$ cat config.mk
export PLATFORM = sky130hd
export DESIGN_NAME = otpwb_div_pipe
export DESIGN_NICKNAME = d
export VERILOG_FILES = /design/src/rtl/assert_macros.svh /design/src/rtl/otpwb_div_pipe.sv
export SDC_FILE = /design/constraint.sdc
export NUM_CORES = 2
export LEC_CHECK = 0
export BUFFER_PORTS_ARGS = -buffer_cell sky130_fd_sc_hd__buf_2
export CORE_MARGIN = 2
export CORE_UTILIZATION = 50
export CTS_CLUSTER_DIAMETER = 200
export DETAILED_ROUTE_END_ITERATION = 6
export HOLD_SLACK_MARGIN = 0.06
export PLACE_DENSITY = 0.66
export SLEW_MARGIN = 20
export SYNTH_ARGS = -nofsm -noshare
export SYNTH_HDL_FRONTEND = slang
export SYNTH_SLANG_ARGS = --single-unit
$ cat constraint.sdc
create_clock -name aclk -period 24.6 [get_ports aclk]
set_input_delay 3.69 -clock aclk [delete_from_list [all_inputs] [get_ports aclk]]
set_output_delay 3.69 -clock aclk [all_outputs]
set_load 0.01 [all_outputs]
$ cat src/rtl/assert_macros.svh
// Assertion macros used by the top-level RTL file.
// No dependencies; define ASSERT_OFF to compile the checks out.
`ifndef ASSERT_MACROS_SVH
`define ASSERT_MACROS_SVH
`ifndef ASSERT_OFF
// Implication checked on every rising clock edge outside reset.
`define ASSERT_IMPL(lbl, clk, rstn, cond, prop, msg) \
    lbl: assert property (@(posedge clk) disable iff (!rstn) (cond) |-> (prop)) \
        else $error(msg);
// Property checked on every rising clock edge outside reset.
`define ASSERT_ALWAYS(lbl, clk, rstn, prop, msg) \
    lbl: assert property (@(posedge clk) disable iff (!rstn) (prop)) else $error(msg);
`else
`define ASSERT_IMPL(lbl, clk, rstn, cond, prop, msg)
`define ASSERT_ALWAYS(lbl, clk, rstn, prop, msg)
`endif
`endif

$ cat src/rtl/otpwb_div_pipe.sv
// Pipelined restoring divider with several lanes sharing one valid and sideband.
// Uses no package; each stage resolves BPS quotient bits and holds on !en.
module otpwb_div_pipe #(
    parameter int LANES  = 3,
    parameter int NUM_W  = 20,
    parameter int DEN_W  = 10,
    parameter int BPS    = 4,
    parameter int SIDE_W = 1
) (
    input  logic                             aclk,
    input  logic                             aresetn,
    input  logic                             en,
    input  logic                             in_valid,
    input  logic [LANES-1:0][NUM_W-1:0]      in_num,
    input  logic [LANES-1:0][DEN_W-1:0]      in_den,
    input  logic [SIDE_W-1:0]                in_side,
    output logic                             out_valid,
    output logic [LANES-1:0][NUM_W-1:0]      out_quo,
    output logic [SIDE_W-1:0]                out_side
);

    localparam int STAGES = NUM_W / BPS;

    // The numerator word shifts out at the top while quotient bits enter at the bottom.
    logic [LANES-1:0][NUM_W-1:0] num_reg  [STAGES+1];
    logic [LANES-1:0][DEN_W-1:0] rem_reg  [STAGES+1];
    logic [LANES-1:0][DEN_W-1:0] den_reg  [STAGES+1];
    logic [SIDE_W-1:0]           side_reg [STAGES+1];
    logic                        vld_reg  [STAGES+1];

    assign num_reg[0]  = in_num;
    assign rem_reg[0]  = '0;
    assign den_reg[0]  = in_den;
    assign side_reg[0] = in_side;
    assign vld_reg[0]  = in_valid;

    for (genvar s = 0; s < STAGES; s++) begin : g_stage
        logic [LANES-1:0][NUM_W-1:0] num_next;
        logic [LANES-1:0][DEN_W-1:0] rem_next;

        always_comb begin
            logic [NUM_W-1:0] n;
            logic [DEN_W-1:0] r;
            logic [DEN_W:0]   t;
            for (int l = 0; l < LANES; l++) begin
                n = num_reg[s][l];
                r = rem_reg[s][l];
                for (int b = 0; b < BPS; b++) begin
                    t = {r, n[NUM_W-1]};
                    n = {n[NUM_W-2:0], 1'b0};
                    if (t >= {1'b0, den_reg[s][l]}) begin
                        t = t - {1'b0, den_reg[s][l]};
                        n[0] = 1'b1;
                    end
                    r = t[DEN_W-1:0];
                end
                num_next[l] = n;
                rem_next[l] = r;
            end
        end

        always_ff @(posedge aclk) begin
            if (!aresetn) begin
                vld_reg[s+1] <= 1'b0;
            end else if (en) begin
                vld_reg[s+1] <= vld_reg[s];
            end
        end

        always_ff @(posedge aclk) begin
            if (en) begin
                num_reg[s+1]  <= num_next;
                rem_reg[s+1]  <= rem_next;
                den_reg[s+1]  <= den_reg[s];
                side_reg[s+1] <= side_reg[s];
            end
        end
    end

    assign out_valid = vld_reg[STAGES];
    assign out_quo   = num_reg[STAGES];
    assign out_side  = side_reg[STAGES];

endmodule
* Word level (Yosys, flattened, before mapping)
Index checks and enable logic that the tools add are counted.
** Cells by class
- Order comparisons :: 60
- $add $sub $neg :: 57
- Mux-type cells :: 117
** Operators by type and width (number)
- 11-bit by 10-bit >= comparator with 1-bit output :: 57
- 10-bit 2-to-1 mux :: 57
- 10-bit subtractor :: 54
- 1-bit 2-to-1 mux :: 60
- 1-bit by 10-bit >= comparator with 1-bit output :: 3
- 1-bit by 10-bit subtractor with 10-bit output :: 3
** Word-level totals
- Input bits :: 95
- Logic and storage cells :: 283
- Register bits after elaboration :: 550

* Logic depth before layout (Yosys ltp)
- Depth after elaboration :: 8
- Mapped depth :: 47
- Mapped depth without buffers :: 44

* Least setup slack after synthesis
OpenSTA, ideal clock, no wires.
- Path type :: input to register
- Start :: input in_den[21] in the netlist's numbering
- End :: register rem_reg[141] in the netlist's numbering, data pin
- Cell stages on the path :: 37
- Arrival time :: 11506 ps
- Setup time :: 260 ps
- Data required time :: 24340 ps
- Path slack :: 12834 ps
- Cells stage by stage :: inv_1 -> ha_1 -> a21oi_1 -> nor2_1 -> mux2i_1 -> ha_1 -> nor2b_1 -> o2111ai_1 -> a31oi_1 -> a31o_2 -> o21ai_0 -> nand2_1 -> clkbuf_1 -> a21oi_1 -> ha_1 -> nor2b_1 -> o21ai_0 -> a21boi_0 -> o31ai_1 -> a21oi_1 -> o21a_1 -> o21a_1 -> a211o_1 -> clkbuf_1 -> mux2i_1 -> ha_1 -> nor2b_1 -> o21ai_0 -> a21boi_0 -> o21ai_0 -> a21oi_1 -> a31oi_1 -> o21ai_0 -> a21o_1 -> a221oi_1 -> clkbuf_1 -> mux2_2
** On the way
- Longest elaborated chain between the ends :: 8
- Elaborated cells between the ends (all ways) :: 12
- Classes of those cells :: 4 x add/sub; 4 x order compare; 4 x mux
** Ends and longest elaborated chain
- from (decl) :: RTL line otpwb_div_pipe.sv:15 : input logic [LANES-1:0][DEN_W-1:0] in_den,
- 1-bit by 10-bit subtractor with 10-bit output or 1-bit by 10-bit >= comparator with 1-bit output (tied branches) :: RTL line otpwb_div_pipe.sv:52, otpwb_div_pipe.sv:51
- 10-bit 2-to-1 mux :: RTL line otpwb_div_pipe.sv:51 : if (t >= {1'b0, den_reg[s][l]}) begin
- 10-bit subtractor or 11-bit by 10-bit >= comparator with 1-bit output (tied branches) :: RTL line otpwb_div_pipe.sv:52, otpwb_div_pipe.sv:51
- 10-bit 2-to-1 mux :: RTL line otpwb_div_pipe.sv:51
- 10-bit subtractor or 11-bit by 10-bit >= comparator with 1-bit output (tied branches) :: RTL line otpwb_div_pipe.sv:52, otpwb_div_pipe.sv:51
- 10-bit 2-to-1 mux :: RTL line otpwb_div_pipe.sv:51
- 11-bit by 10-bit >= comparator with 1-bit output or 10-bit subtractor (tied branches) :: RTL line otpwb_div_pipe.sv:51, otpwb_div_pipe.sv:52
- 10-bit 2-to-1 mux (*) :: RTL line otpwb_div_pipe.sv:51
- net g_stage[0].$4.t[1] :: RTL line otpwb_div_pipe.sv:44 : logic [DEN_W:0] t;
- to (signal, indexed assignment) :: RTL line otpwb_div_pipe.sv:73 : rem_reg[s+1] <= rem_next;
- to (decl) :: RTL line otpwb_div_pipe.sv:26 : logic [LANES-1:0][DEN_W-1:0] rem_reg [STAGES+1];
The timed path passes the listed nets; every way through them passes the cells marked *.
A chain may end at the register's enable or synchronous reset.

==> results.cfg <==
[detailed_routing]
drtPass1Iterations = 5
ant_nets = 0
wire_per_inst_microns = 17.2
routed_wl_mm = 105
drc = 0
drt_iter0_drc = 2039
vias = 34690
vias_per_cell = 5.65

[worst_hold_path]
hold_class = flip-flop to flip-flop
hp-start = g_stage[2].num_next[33]
hold_depth = 0
min_to = g_stage[3].num_next[37]

[synthesis]
synth_top_family_by_area = adder cells
synth_xor_area_frac = 0.0696
synthSimpleGateAreaFrac = 0.119
synthesis.nets = 5412
yosysSeqAreaShare = 0.351
yosysTopAreaCell = edfxtp_1
synth_fa_ha_area_frac = 0.177
synth_top_flop_cell = edfxtp_1
netlist_top_cells_count = 576 x ha_1, 545 x edfxtp_1, 395 x inv_1
postSynthAreaPerCell_sq_um = 10.0
synth-async-reset-ratio = 0
synthMuxAreaShare = 0.0771
synth_edf_count = 545
yosysMostFrequentCell = ha_1
synth_top_area_frac = 0.349
synth_cells = 4687
synth.distinct_cells = 90
synth_area_sq_um = 47000
yosys_warnings = 0
synth_compound_area_frac = 0.161
synth.area.top_cells = edfxtp_1 35%, ha_1 15%, mux2_2 5.7%
ys_ff_latch = 550

[critical_path]
ff2ff_setup_slack_ps = 13520
r2r_end = rem_reg[94]
cp_max_fo = 15
r2r-start = den_reg[121]
crit_type = input pin to flip-flop
end_kind = flip-flop
crit_required_ps = 24950
cpMostUsedCell = ha_1
crit_buf_inv = 4
critPathMaxStageDelay_ps = 820
reg2reg_depth = 42
cp-start-kind = input pin
critPathArrivalTime_ps = 12780
crit_slowest_cell = o211ai_1
worst_path_dominant_cell_family = compound AO/OA/AOI/OAI gates

[die]
core-area_sq_um = 93200
io_pins = 157
dieWidth_microns = 310
initial_utilization = 0.504
die-area_sq_um = 96400
rows = 112
fp.dieH_microns = 310

[cts]
cts_inserted_buffers = 67
clock_path_buffers = 3
cts_tree = yes
hold_buffers = 0
cts_max_level = 3
clk_pin_slew_ps = 60
post_cts_resize_count = 0
clock-root-buffer = clkbuf_16
numClockSinks = 550
post_cts_buffers = 0
clk_latency_ps = 630

[cells_and_area]
multi_input_area_sq_um = 28300
seq_area_sq_um = 16500
drive_gt1_frac = 0.120
areaGrowthSynthToFinish_pct = 8.89
final_net_count = 5552
final_util = 0.549
largest_reg_flops = 128
fillers = 8299

[sta]
worst_pin_slew_ps = 1040
fin_crit_ps = 12420
fmax_ghz = 0.0805
drv_slew = 0
finClkSkew_ps = 32.8
rsz0062_at_grt = no
slew-limit-headroom = 0.304
setup_viol = 0
fin_tns_setup_ps = 0
period_share = 0.505
hold_viol_final = 0

[job]
maxCapViolations = 0

[global_route]
grt_overflow = 0
grt_pass1_vias = 33513
grt_max_degree = 96
track_usage = 0.217
antenna_found_initial = 6
grt_pass1_wl_mm = 170

[run_status]
outcome = complete, no violations

[placement]
dpl.hpwl_mm = 83.2
place.port_buffers = 156
gp_congestion = 0.918
[worst max path at each step]
stage / startpoint / to / slack [ps] / cells past startpoint
CTS: in_den[4] / rem_reg[129] / 12300 / 37
global placement: in_den[11] / rem_reg[132] / 11850 / 35
floorplan: in_den[21] / rem_reg[141] / 12830 / 37
global route: in_den[4] / rem_reg[125] / 11310 / 37
finish: in_den[10] / rem_reg[138] / 12180 / 36
detailed placement: in_den[4] / rem_reg[129] / 11650 / 37
[per-stage QoR]
stage,setup WS [ps],hold WS [ps],instance area (sq um),instances
floorplan,12830,400,47000,4687
global placement,11850,402,48900,6011
detailed placement,11650,405,48900,6011
CTS,12300,411,51100,6134
global route,11310,419,51100,6136
finish,12180,413,51100,6136
[per-layer routing]
| metal | global-route usage | share of wire |
|---|---|---|
| met3 | 0.0295 | 0.037 |
| met2 | 0.361 | 0.46 |
| met5 | 0 | 0.00022 |
| met4 | 0.0637 | 0.028 |
| met1 | 0.293 | 0.47 |
[final cells by class]
cell class,instances,area share
Antenna cell,1,0.0000489
Multi-Input combinational cell,3622,0.554
Clock buffer,81,0.0353
Tap cell,1254,0.0307
Sequential cell,550,0.322
Clock inverter,42,0.00893
Timing Repair Buffer,184,0.0196
Inverter,402,0.0295
[cells by family (layout without fill, tap and decap cells)]
logic type	Yosys count	count (layout)
adder cells (fa/ha/maj)	630	630
buffers and inverters	515	709
flip-flops	550	550
multiplexers	331	331
other	0	1
AND/OR/NAND/NOR	1117	1117
XOR/XNOR	373	373
AO/OA/AOI/OAI	1171	1171
[cell usage in the layout, fill, tap and decap left out, drive strengths merged, types with 30 or more instances in the layout]
cell type / n
a211oi: 34
a21o: 158
a21oi: 320
a31oi: 32
buf: 183
clkbuf: 82
clkinv: 30
edfxtp: 545
fa: 54
ha: 576
inv: 402
mux2: 246
mux2i: 85
nand2: 250
nand2b: 84
nand3: 45
nand4: 89
nor2: 290
nor2b: 136
nor3: 99
o21a: 63
o21ai: 284
o21bai: 38
xnor2: 259
xor2: 114
Power is left out: the tool's default activity adds up to more than one toggle a clock period on the data nets, which glitch-free logic cannot reach.
